<file path="config.mk">
export PLATFORM = sky130hd
export DESIGN_NAME = sha256_hash_engine_unit
export DESIGN_NICKNAME = d
export VERILOG_FILES = /design/src/sv/sha_pkg.sv /design/src/sv/sha256_hash_engine_unit.sv /design/src/sv/sha_front.sv /design/src/sv/sha_core.sv
export VERILOG_INCLUDE_DIRS = /design/src /design/src/sv
export SDC_FILE = /design/constraint.sdc
export NUM_CORES = 2
export LEC_CHECK = 0
export BUFFER_PORTS_ARGS = -buffer_cell sky130_fd_sc_hd__buf_4
export CAP_MARGIN = 20
export CORE_AREA = 2 2 402 443
export DETAILED_ROUTE_END_ITERATION = 6
export DIE_AREA = 0 0 404 445
export PLACE_DENSITY = 0.76
export SYNTH_ARGS = -nofsm -noshare
export SYNTH_HDL_FRONTEND = slang
export SYNTH_SLANG_ARGS = --single-unit
export TNS_END_PERCENT = 50
</file>
<file path="constraint.sdc">
create_clock -name clk -period 86 [get_ports clk]
set_input_delay 8.6 -clock clk [delete_from_list [all_inputs] [get_ports clk]]
set_output_delay 8.6 -clock clk [all_outputs]
set_load 0.005 [all_outputs]
</file>
<file path="src/sv/sha256_hash_engine_unit_macros.svh">
// assertion macros for the sha256 engine
`ifndef SHA256_HASH_ENGINE_UNIT_MACROS_SVH
`define SHA256_HASH_ENGINE_UNIT_MACROS_SVH
// implication checked every clock outside reset
`define SHA_ASSERT_IMP(lbl, ante, cons) \
	lbl: assert property (@(posedge clk) disable iff (!arst_n) (ante) |-> (cons)) \
		else $error("sha256 check failed");
// next-cycle implication
`define SHA_ASSERT_NXT(lbl, ante, cons) \
	lbl: assert property (@(posedge clk) disable iff (!arst_n) (ante) |=> (cons)) \
		else $error("sha256 check failed");
`endif

</file>
<file path="src/sv/sha_pkg.sv">
// ----------------------------------------------------------------------------
// sha_pkg
// types, constants and round functions shared by the sha256 engine
// ----------------------------------------------------------------------------
package sha_pkg;
	localparam logic [1:0] CMD_START  = 2'd0;
	localparam logic [1:0] CMD_DATA   = 2'd1;
	localparam logic [1:0] CMD_FINISH = 2'd2;
	localparam logic [1:0] CMD_UNUSED = 2'd3;
	localparam logic [7:0] PAD_MARK   = 8'h80;
	localparam int QDEPTH = 4;
	localparam int QAW = $clog2(QDEPTH);

	typedef struct packed {
		logic [1:0] cmd;
		logic [7:0] data;
	} sha_item_t;

	typedef enum logic [2:0] {
		ST_IDLE, ST_PAD, ST_ROUND, ST_ADD, ST_EMIT
	} sha_state_t;

	typedef logic [31:0] word_t;

	function automatic word_t init_hash(input logic [2:0] i);
		case (i)
			3'd0: init_hash = 32'h6a09e667;
			3'd1: init_hash = 32'hbb67ae85;
			3'd2: init_hash = 32'h3c6ef372;
			3'd3: init_hash = 32'ha54ff53a;
			3'd4: init_hash = 32'h510e527f;
			3'd5: init_hash = 32'h9b05688c;
			3'd6: init_hash = 32'h1f83d9ab;
			default: init_hash = 32'h5be0cd19;
		endcase
	endfunction

	function automatic word_t round_k(input logic [5:0] i);
		logic [31:0] k [64];
		k = '{
			32'h428a2f98, 32'h71374491, 32'hb5c0fbcf, 32'he9b5dba5,
			32'h3956c25b, 32'h59f111f1, 32'h923f82a4, 32'hab1c5ed5,
			32'hd807aa98, 32'h12835b01, 32'h243185be, 32'h550c7dc3,
			32'h72be5d74, 32'h80deb1fe, 32'h9bdc06a7, 32'hc19bf174,
			32'he49b69c1, 32'hefbe4786, 32'h0fc19dc6, 32'h240ca1cc,
			32'h2de92c6f, 32'h4a7484aa, 32'h5cb0a9dc, 32'h76f988da,
			32'h983e5152, 32'ha831c66d, 32'hb00327c8, 32'hbf597fc7,
			32'hc6e00bf3, 32'hd5a79147, 32'h06ca6351, 32'h14292967,
			32'h27b70a85, 32'h2e1b2138, 32'h4d2c6dfc, 32'h53380d13,
			32'h650a7354, 32'h766a0abb, 32'h81c2c92e, 32'h92722c85,
			32'ha2bfe8a1, 32'ha81a664b, 32'hc24b8b70, 32'hc76c51a3,
			32'hd192e819, 32'hd6990624, 32'hf40e3585, 32'h106aa070,
			32'h19a4c116, 32'h1e376c08, 32'h2748774c, 32'h34b0bcb5,
			32'h391c0cb3, 32'h4ed8aa4a, 32'h5b9cca4f, 32'h682e6ff3,
			32'h748f82ee, 32'h78a5636f, 32'h84c87814, 32'h8cc70208,
			32'h90befffa, 32'ha4506ceb, 32'hbef9a3f7, 32'hc67178f2};
		round_k = k[i];
	endfunction

	function automatic word_t rotr(input word_t x, input int n);
		rotr = (x >> n) | (x << (32 - n));
	endfunction
endpackage

</file>
<file path="src/sv/sha256_hash_engine_unit.sv">
// ----------------------------------------------------------------------------
// sha256_hash_engine_unit
// byte-stream sha-256 engine with queued front end
// ----------------------------------------------------------------------------
// channel  signals                         direction
// in       valid/ready cmd data_byte        into block
// out      out_valid/out_ready digest_word  out of block
//          word_index last
// a byte word that fills a block starts a compression: one load, 64 rounds
// in one shared round unit, then one hash add
// finish pads and compresses one or two blocks, then emits eight output words
// a four-entry queue keeps taking words while the core compresses
// reset clears control and loads the initial hash words
module sha256_hash_engine_unit import sha_pkg::*; (
	input  logic        clk,
	input  logic        arst_n,
	input  logic        valid,
	output logic        ready,
	input  logic [1:0]  cmd,
	input  logic [7:0]  data_byte,
	output logic        out_valid,
	input  logic        out_ready,
	output logic [31:0] digest_word,
	output logic [2:0]  word_index,
	output logic        last
);
`include "sha256_hash_engine_unit_macros.svh"
	logic      q_valid, q_ready;
	sha_item_t q_item;

	sha_front u_front (
		.clk, .arst_n, .valid, .ready, .cmd, .data_byte,
		.q_valid, .q_ready, .q_item
	);

	sha_core u_core (
		.clk, .arst_n, .q_valid, .q_ready, .q_item,
		.valid(out_valid), .ready(out_ready),
		.digest_word, .word_index, .last
	);

	`SHA_ASSERT_IMP(a_last_idx, out_valid && last, word_index == 3'd7)
	`SHA_ASSERT_NXT(a_idx_step, out_valid && out_ready && !last,
		out_valid && word_index == $past(word_index) + 3'd1)
	`SHA_ASSERT_IMP(a_no_take_emit, out_valid, !q_ready)
endmodule

</file>
<file path="src/sv/sha_front.sv">
// ----------------------------------------------------------------------------
// sha_front
// accepts command words and queues them for the compression core
// ----------------------------------------------------------------------------
module sha_front import sha_pkg::*; (
	input  logic       clk,
	input  logic       arst_n,
	input  logic       valid,
	output logic       ready,
	input  logic [1:0] cmd,
	input  logic [7:0] data_byte,
	output logic       q_valid,
	input  logic       q_ready,
	output sha_item_t  q_item
);
	sha_item_t  mem_q [QDEPTH];
	logic [QAW-1:0] wr_q, rd_q;
	logic [QAW:0]   cnt_q;
	logic push, pop;

	// unused command code dropped here
	assign ready   = (cnt_q != (QAW+1)'(QDEPTH));
	assign push    = valid && ready && (cmd != CMD_UNUSED);
	assign q_valid = (cnt_q != '0);
	assign q_item  = mem_q[rd_q];
	assign pop     = q_valid && q_ready;

	always_ff @(posedge clk) begin
		if (push) begin
			mem_q[wr_q] <= '{cmd: cmd, data: data_byte};
		end
	end

	always_ff @(posedge clk or negedge arst_n) begin
		if (!arst_n) begin
			wr_q <= '0;
			rd_q <= '0;
			cnt_q <= '0;
		end else begin
			if (push) wr_q <= wr_q + 1'b1;
			if (pop) rd_q <= rd_q + 1'b1;
			cnt_q <= cnt_q + (QAW+1)'(push) - (QAW+1)'(pop);
		end
	end
endmodule

</file>
<file path="src/sv/sha_core.sv">
// ----------------------------------------------------------------------------
// sha_core
// byte packing, padding, 64-round compression and digest output
// ----------------------------------------------------------------------------
module sha_core import sha_pkg::*; (
	input  logic        clk,
	input  logic        arst_n,
	input  logic        q_valid,
	output logic        q_ready,
	input  sha_item_t   q_item,
	output logic        valid,
	input  logic        ready,
	output logic [31:0] digest_word,
	output logic [2:0]  word_index,
	output logic        last
);
	sha_state_t state_q, state_d;
	word_t      hash_q [8];
	word_t      buf_q [16];
	word_t      w_q [16];
	word_t      v_q [8];
	logic [5:0] fill_q;
	logic [63:0] bits_q;
	logic [5:0] rnd_q;
	logic       fin_q;
	logic       two_q;
	logic [2:0] idx_q;
	logic       take;

	word_t wi, t1, t2, s0, s1, x1, x14;
	logic [3:0] bi;
	logic [1:0] bo;

	assign bi = fill_q[5:2];
	assign bo = fill_q[1:0];

	always_comb begin
		x1  = w_q[1];
		x14 = w_q[14];
		s0  = rotr(x1, 7) ^ rotr(x1, 18) ^ (x1 >> 3);
		s1  = rotr(x14, 17) ^ rotr(x14, 19) ^ (x14 >> 10);
		wi  = w_q[0] + s0 + s1 + w_q[9];
		t1  = v_q[7] + (rotr(v_q[4], 6) ^ rotr(v_q[4], 11) ^ rotr(v_q[4], 25))
			+ ((v_q[4] & v_q[5]) ^ (~v_q[4] & v_q[6])) + round_k(rnd_q) + w_q[0];
		t2  = (rotr(v_q[0], 2) ^ rotr(v_q[0], 13) ^ rotr(v_q[0], 22))
			+ ((v_q[0] & v_q[1]) ^ (v_q[0] & v_q[2]) ^ (v_q[1] & v_q[2]));
	end

	// next state
	always_comb begin
		state_d = state_q;
		case (state_q)
			ST_IDLE: begin
				if (q_valid && q_item.cmd == CMD_FINISH) state_d = ST_PAD;
				else if (q_valid && q_item.cmd == CMD_DATA && fill_q == 6'd63)
					state_d = ST_ROUND;
			end
			ST_PAD: state_d = ST_ROUND;
			ST_ROUND: if (rnd_q == 6'd63) state_d = ST_ADD;
			ST_ADD: begin
				if (!fin_q) state_d = ST_IDLE;
				else if (two_q) state_d = ST_PAD;
				else state_d = ST_EMIT;
			end
			ST_EMIT: if (ready && idx_q == 3'd7) state_d = ST_IDLE;
			default: state_d = ST_IDLE;
		endcase
	end

	// outputs
	always_comb begin
		q_ready     = (state_q == ST_IDLE);
		valid       = (state_q == ST_EMIT);
		digest_word = hash_q[idx_q];
		word_index  = idx_q;
		last        = (idx_q == 3'd7);
	end

	assign take     = q_valid && q_ready;

	always_ff @(posedge clk or negedge arst_n) begin
		if (!arst_n) begin
			state_q <= ST_IDLE;
			fill_q  <= '0;
			bits_q  <= '0;
			rnd_q   <= '0;
			fin_q   <= 1'b0;
			two_q   <= 1'b0;
			idx_q   <= '0;
			for (int i = 0; i < 8; i++) hash_q[i] <= init_hash(3'(i));
		end else begin
			state_q <= state_d;
			if (take && q_item.cmd == CMD_START) begin
				for (int i = 0; i < 8; i++) hash_q[i] <= init_hash(3'(i));
				fill_q <= '0;
				bits_q <= '0;
			end
			if (take && q_item.cmd == CMD_DATA) begin
				bits_q <= bits_q + 64'd8;
				fill_q <= fill_q + 6'd1;
			end
			if (take && q_item.cmd == CMD_FINISH) begin
				fin_q <= 1'b1;
				two_q <= (fill_q > 6'd55);
			end
			if (state_q == ST_PAD) begin
				fill_q <= '0;
			end
			if (state_q == ST_ROUND) rnd_q <= rnd_q + 6'd1;
			if (state_q == ST_ADD) begin
				for (int i = 0; i < 8; i++) hash_q[i] <= hash_q[i] + v_q[i];
				two_q <= 1'b0;
			end
			if (state_q == ST_EMIT && ready) begin
				idx_q <= idx_q + 3'd1;
				if (idx_q == 3'd7) fin_q <= 1'b0;
			end
		end
	end

	// datapath registers, no reset
	always_ff @(posedge clk) begin
		if (take && q_item.cmd == CMD_DATA) begin
			case (bo)
				2'd0: buf_q[bi] <= {q_item.data, 24'd0};
				2'd1: buf_q[bi][23:16] <= q_item.data;
				2'd2: buf_q[bi][15:8] <= q_item.data;
				default: buf_q[bi][7:0] <= q_item.data;
			endcase
		end
		if (take && q_item.cmd == CMD_FINISH) begin
			// pad mark, zero tail of the current word and zero the later words
			for (int j = 0; j < 16; j++)
				if (4'(j) > bi) buf_q[j] <= '0;
			case (bo)
				2'd0: buf_q[bi] <= {PAD_MARK, 24'd0};
				2'd1: buf_q[bi][23:0] <= {PAD_MARK, 16'd0};
				2'd2: buf_q[bi][15:0] <= {PAD_MARK, 8'd0};
				default: buf_q[bi][7:0] <= PAD_MARK;
			endcase
		end
		if (take && q_item.cmd == CMD_DATA && fill_q == 6'd63) begin
			for (int j = 0; j < 15; j++) w_q[j] <= buf_q[j];
			w_q[15] <= {buf_q[15][31:8], q_item.data};
			for (int i = 0; i < 8; i++) v_q[i] <= hash_q[i];
		end
		if (state_q == ST_PAD) begin
			for (int i = 0; i < 8; i++) v_q[i] <= hash_q[i];
			for (int j = 0; j < 14; j++) w_q[j] <= buf_q[j];
			w_q[14] <= two_q ? buf_q[14] : bits_q[63:32];
			w_q[15] <= two_q ? buf_q[15] : bits_q[31:0];
			if (two_q) for (int j = 0; j < 16; j++) buf_q[j] <= '0;
		end
		if (state_q == ST_ROUND) begin
			for (int j = 0; j < 15; j++) w_q[j] <= w_q[j+1];
			w_q[15] <= wi;
			v_q[7] <= v_q[6];
			v_q[6] <= v_q[5];
			v_q[5] <= v_q[4];
			v_q[4] <= v_q[3] + t1;
			v_q[3] <= v_q[2];
			v_q[2] <= v_q[1];
			v_q[1] <= v_q[0];
			v_q[0] <= t1 + t2;
		end
	end
endmodule
</file>
# Word level (Yosys, flattened, before mapping)
# Memories as Yosys holds them, arrays and structs flattened.
# Index checks and enable logic that the tools add are counted.
dict set report word_totals {
  reg_bits 347
  ramBits 1320
  romBits 2048
  input_bits 14
  out_inout_bits 38
  elab_cells 398
  memories 5
}
dict set report classes {
  add_sub_neg 26
  n_lt_le_gt_ge 19
  eq_ne 16
  mux 185
  bitwise_logic 106
  reduce_logical 23
}
# memory depth word_bits read_ports rd_clocked_by_memory_dff wr line_no
set mem_list {}
lappend mem_list {{(no name shown)} 64 32 1 0 0 sha_pkg.sv:57} ;# round_k = k[i];
lappend mem_list {u_core.buf_q 16 32 16 0 16 sha_core.sv:19} ;# word_t buf_q [16];
lappend mem_list {u_core.w_q 16 32 16 0 16 sha_core.sv:20} ;# word_t w_q [16];
lappend mem_list {u_core.v_q 8 32 8 0 8 sha_core.sv:21} ;# word_t v_q [8];
lappend mem_list {u_front.mem_q 4 10 1 0 1 sha_front.sv:16} ;# sha_item_t mem_q [QDEPTH];
# cell n
set ops {}
lappend ops {{two-way mux 32 bit} 71}
lappend ops {{adder 32 bit} 18}
lappend ops {{two-way mux 256 bit} 2}
lappend ops {{bitwise XOR 32 bit} 9}
lappend ops {{bitwise AND 32 bit} 5}
lappend ops {{two-way mux 64 bit} 2}
lappend ops {{two-way mux 8 bit} 13}
lappend ops {{binary-select mux 32 bit (select 3 bit)} 1}
lappend ops {{two-way mux 1 bit} 84}
lappend ops {{bitwise OR 1 bit} 77}
lappend ops {{adder 64 x 4 -> 64 bit (second input constant)} 1}
lappend ops {{> comparator 4 bit (first input constant)} 8}
lappend ops {{inverter 32 bit} 1}
lappend ops {{bitwise OR 10 x 32 -> 32 bit} 1}
lappend ops {{bitwise OR 13 x 32 -> 32 bit} 1}
lappend ops {{bitwise OR 14 x 32 -> 32 bit} 1}
lappend ops {{bitwise OR 15 x 32 -> 32 bit} 1}
lappend ops {{bitwise OR 19 x 32 -> 32 bit} 1}
lappend ops {{bitwise OR 21 x 32 -> 32 bit} 1}
lappend ops {{bitwise OR 25 x 32 -> 32 bit} 1}
lappend ops {{bitwise OR 26 x 32 -> 32 bit} 1}
lappend ops {{bitwise OR 30 x 32 -> 32 bit} 1}
lappend ops {{bitwise OR 7 x 32 -> 32 bit} 1}
lappend ops {{OR reduction 32 bit} 1}
lappend ops {{other kinds (35)} 72}

# Depth between registers and ports, before layout
dict set report depth {
  word_depth 11
  ltp_mapped 41
  mapped_depth_nobuf 40
}

# Hierarchy
# Synthesis repeated with hierarchy kept, for this count alone.
dict set report hier_totals {
  hier_cells 10347
  hier_area_um2 95861.9
}
# mod instances cells_each area_each_um2
set modules_own_cells {}
lappend modules_own_cells {sha_core 1 10258 93995.1}
lappend modules_own_cells {sha_front 1 89 1866.8}

# Worst setup path after synthesis
# Ideal clock, no wire load.
dict set report synth_timing {
  path_type {reg2reg}
  startpoint {reg u_core.state_q[0]}
  endpoint {mem u_core.v_q[0][0] in the netlist's numbering, enable pin}
  arrival_ns 29.603
  required_time_ns 84.229
  path_slack_ns 54.626
  path_stages_with_launch 4
  n_path_buf 1
  period_less_slack_ns 31.374
  cell_sequence {dfrtp_1 > buf_2 > xnor2_1 > o21ai_0}
}
# element line_no
set synth_lines {}
lappend synth_lines {{from (decl)} sha_core.sv:17} ;# sha_state_t state_q, state_d;
lappend synth_lines {{from (signal assigned)} sha_core.sv:92} ;# state_q <= state_d;
lappend synth_lines {{to (decl)} sha_core.sv:21}

# Worst setup path in the final report
dict set report layout_timing {
  startpoint {reg u_core.idx_q[0] (netlist: u_core.word_index[0])}
  endpoint {out digest_word[0]}
}
dict set report layout_via {
  elab_chain_len 4
}
# element line_no
set layout_rtl {}
lappend layout_rtl {{from (decl)} sha_core.sv:27} ;# logic [2:0] idx_q;
lappend layout_rtl {{from (signal assigned)} sha_core.sv:115} ;# idx_q <= idx_q + 3'd1;
lappend layout_rtl {{inverter 3 -> 4 bit (implied by the code)} sha_core.sv:74} ;# digest_word = hash_q[idx_q];
lappend layout_rtl {{binary-select mux 32 bit (select 3 bit)} sha_core.sv:74}
lappend layout_rtl {{two-way mux 32 bit (implied by the code) (2 in a row)} sha_core.sv:74}
lappend layout_rtl {{to (decl)} sha256_hash_engine_unit.sv:23} ;# output logic [31:0] digest_word,
# No other way between the ends. The select of a mux whose other input is x is not followed.

==> flow_metrics.env <==
export IMPL_worst_pin_slew_ns=1.29
export IMPL_hpwl_um=233000
export IMPL_yosys_register_bits=1664
export IMPL_die_w_um=404
export IMPL_cts_path_max_buffers=3
export IMPL_clk_pin_slew_ns=0.06
export IMPL_rows=161
export IMPL_cts_max_level=4
export IMPL_holdPathStages=2
export IMPL_synthArstFlopShare_pct=20.7
export IMPL_slew_headroom_pct=12.8
export IMPL_first_pass_iters=7
export IMPL_holdBufCountCts=0
export IMPL_routed_wl_um=329000
export IMPL_slew_violations=0
export IMPL_critical_path_max_fanout=38
export IMPL_yosys_warnings=0
export IMPL_hold_violations=0
export IMPL_post_dp_cell_area_mm2=0.0982
export IMPL_cts_tree="yes"
export IMPL_layout_cells_non_filler=12500
export IMPL_synthToLayoutAreaGrowth_pct=8.80
export IMPL_vias_per_cell=6.28
export IMPL_violations="design-rule violations"
export IMPL_fmax_ghz=0.0806
export IMPL_cts_sinks=1664
export IMPL_cts_root_buf="clkbuf_16"
export IMPL_port_buffers=51
export IMPL_status="finished, violations left"
export IMPL_crit_required_ns=77.40
export IMPL_avgSynthCellArea_um2=9.32
export IMPL_core_area_mm2=0.175
export IMPL_cts_buffers=171
export IMPL_p_per_area_mw_per_mm2=15.8
export IMPL_finalCriticalPeriod_ns=12.41
export IMPL_grt_pass1_vias=76100
export IMPL_cts_resized=0
export IMPL_p_leak_nw=46.5
export IMPL_layout_drive_gt1_share_pct=7.90
export IMPL_crit_type="reg2out"
export IMPL_wire_per_inst_um=26.3
export IMPL_power_mw=1.65
export IMPL_grt_antenna_before_repair=9
export IMPL_finalSetupViolations=0
export IMPL_n_fill_cell=14600
export IMPL_stdcell_area_mm2=0.104
export IMPL_grt_pass1_wl_um=486000
export IMPL_synth_area_mm2=0.0959
export IMPL_worstSetupEndpointType="output pin"
export IMPL_r2r_cells=34
export IMPL_grt_overflow_total=0
export IMPL_syn_inst=10300
export IMPL_ys_seq_area_share_pct=45.2
export IMPL_grt_start_max_net_pins=184
export IMPL_hp_class="reg2reg"
export IMPL_ys_types=93
export IMPL_max_vdd_ir_drop_mv=0.0258
export IMPL_rsz0062_at_grt="no"
export IMPL_arrival_ns=3.81
export IMPL_start_util_pct=54.8
export IMPL_cts_setup_buffers=0
export IMPL_dieArea_mm2=0.180
export IMPL_drcViolationCount=5
export IMPL_place_gp_congestion=1.05
export IMPL_nets=10700
export IMPL_start_kind="flop"
export IMPL_yosys_most_used_dff="edfxtp_1"
export IMPL_clk_latency_ns=0.89
export IMPL_synthesis_nets=10900
export IMPL_vias=78500
export IMPL_clock_skew_ns=0.0654
export IMPL_dp_cells=12200
export IMPL_drt_iter0_drc=9435
export IMPL_fp_dieH_um=445
export IMPL_maxCapViolCount=0
export IMPL_fin_crit_sh_pct=14.4
export IMPL_ant_nets=0
export IMPL_tns_ns=0
export IMPL_synth_edf_count=808
export IMPL_ios=52
export IMPL_grtUsageTotal_pct=36.1
-- cells in the mapped netlist, types with 111 or more instances --
cell      instances  area share [%]
nand2_1        2578              10
xnor2_1         371             3.4
dfstp_2         136             3.7
xor2_1          262             2.4
mux2i_1         387             4.0
nor3_1          111            0.58
ha_1            407             5.3
clkbuf_1        482             1.9
a21oi_1         609             3.2
dfxtp_1         512              11
a21o_1          193             1.5
fa_1            196             4.1
o21ai_0         510             2.7
nand3_1         161            0.84
dfrtp_1         208             5.4
edfxtp_1        808              25
inv_1           426             1.7
nor2_1          769             3.0
-- report_power, final --
group | switching (mW) | leakage (nW) | total (mW) | internal [mW]
Sequential | 0.00190 | 17.8 | 0.832 | 0.830
Combinational | 0.0154 | 25.8 | 0.0206 | 0.00510
Clock | 0.346 | 2.95 | 0.797 | 0.451
-- metrics by stage --
step / hold WS (ns) / utilization (%) / setup WS [ns]
floorplan: 0.436 / - / 54.63
global placement: 0.441 / 56.2 / 74.49
detailed placement: 0.447 / 56.2 / 74.47
CTS: 0.455 / 59.6 / 73.54
global route: 0.468 / 59.7 / 73.44
finish: 0.454 / 59.7 / 73.59
-- final timing paths --
check	start	to	slack [ns]
worst max register to register	u_core.rnd_q[1]	u_core.v_q[0][30]	74.79
max in group asynchronous	arst_n	u_core.hash_q[250]	75.56
worst min-delay path	u_core.buf_q[5][25]	u_core.buf_q[5][25]	0.45
worst max-delay path	u_core.word_index[0]	digest_word[0]	73.59
min in group asynchronous	arst_n	u_core.rnd_q[3]	7.72
worst min register to register	u_core.buf_q[5][25]	u_core.buf_q[5][25]	0.45
-- logic make-up after synthesis --
group | count (synthesis) | synth area share [%]
simple gates | 3991 | 17.1
compound gates | 1892 | 12.2
flops | 1664 | 45.2
buf+inv | 980 | 3.85
xor+xnor | 633 | 5.78
fa+ha+maj | 626 | 9.64
mux | 506 | 6.32
-- layout by cell type (no fill, tap or decap), drive strengths merged, types with 193 or more instances in the layout --
cell | Yosys | layout
nand2 | 2578 | 2578
edfxtp | 808 | 808
nor2 | 801 | 801
a21oi | 612 | 612
o21ai | 527 | 527
dfxtp | 512 | 512
inv | 426 | 430
ha | 407 | 407
mux2i | 387 | 387
xnor2 | 371 | 371
xor2 | 262 | 262
clkbuf | 482 | 221
dfrtp | 208 | 208
fa | 196 | 196
a21o | 193 | 193
-- layout make-up --
| type | instances | area (um2) | share of cell area, % |
|---|---|---|---|
| Timing Repair Buffer | 167 | 1360 | 1.31 |
| Clock inverter | 102 | 1200 | 1.15 |
| Inverter | 428 | 1610 | 1.54 |
| Clock buffer | 221 | 4840 | 4.64 |
| Antenna cell | 2 | 5.00 | 0.00480 |
| Tap cell | 2282 | 2860 | 2.74 |
| Sequential cell | 1664 | 43300 | 41.5 |
| Multi-Input combinational cell | 7648 | 49100 | 47.1 |
-- registers in the layout (all words and copies together) (netlist names) --
signal             cells
u_core.bits_q         61
u_core.buf_q         512
u_core.fill_q          6
u_core.fin_q           1
u_core.hash_q        256
u_core.rnd_q           6
u_core.state_q         3
u_core.two_q           1
u_core.v_q           256
u_core.w_q           512
u_core.word_index      3
u_front.cnt_q          3
u_front.mem_q         40
u_front.rd_q           2
u_front.wr_q           2
-- critical path, stage by stage (launching register included) --
cell and delay, ns:
dfrtp_4 0.88, buf_4 0.83, mux4_2 0.63, mux2_2 0.40, buf_4 0.17
-- per-layer routing --
layer / GRT usage [%] / share of wire (%) / vias up
met5: 0 / 0.018 / -
met3: 7.79 / 9.6 / 1204
met1: 44.0 / 37 / 38200
met2: 55.4 / 44 / 4296
met4: 28.7 / 9.6 / 10
li1: - / - / 34800
(Power assumes the default switching activity.)
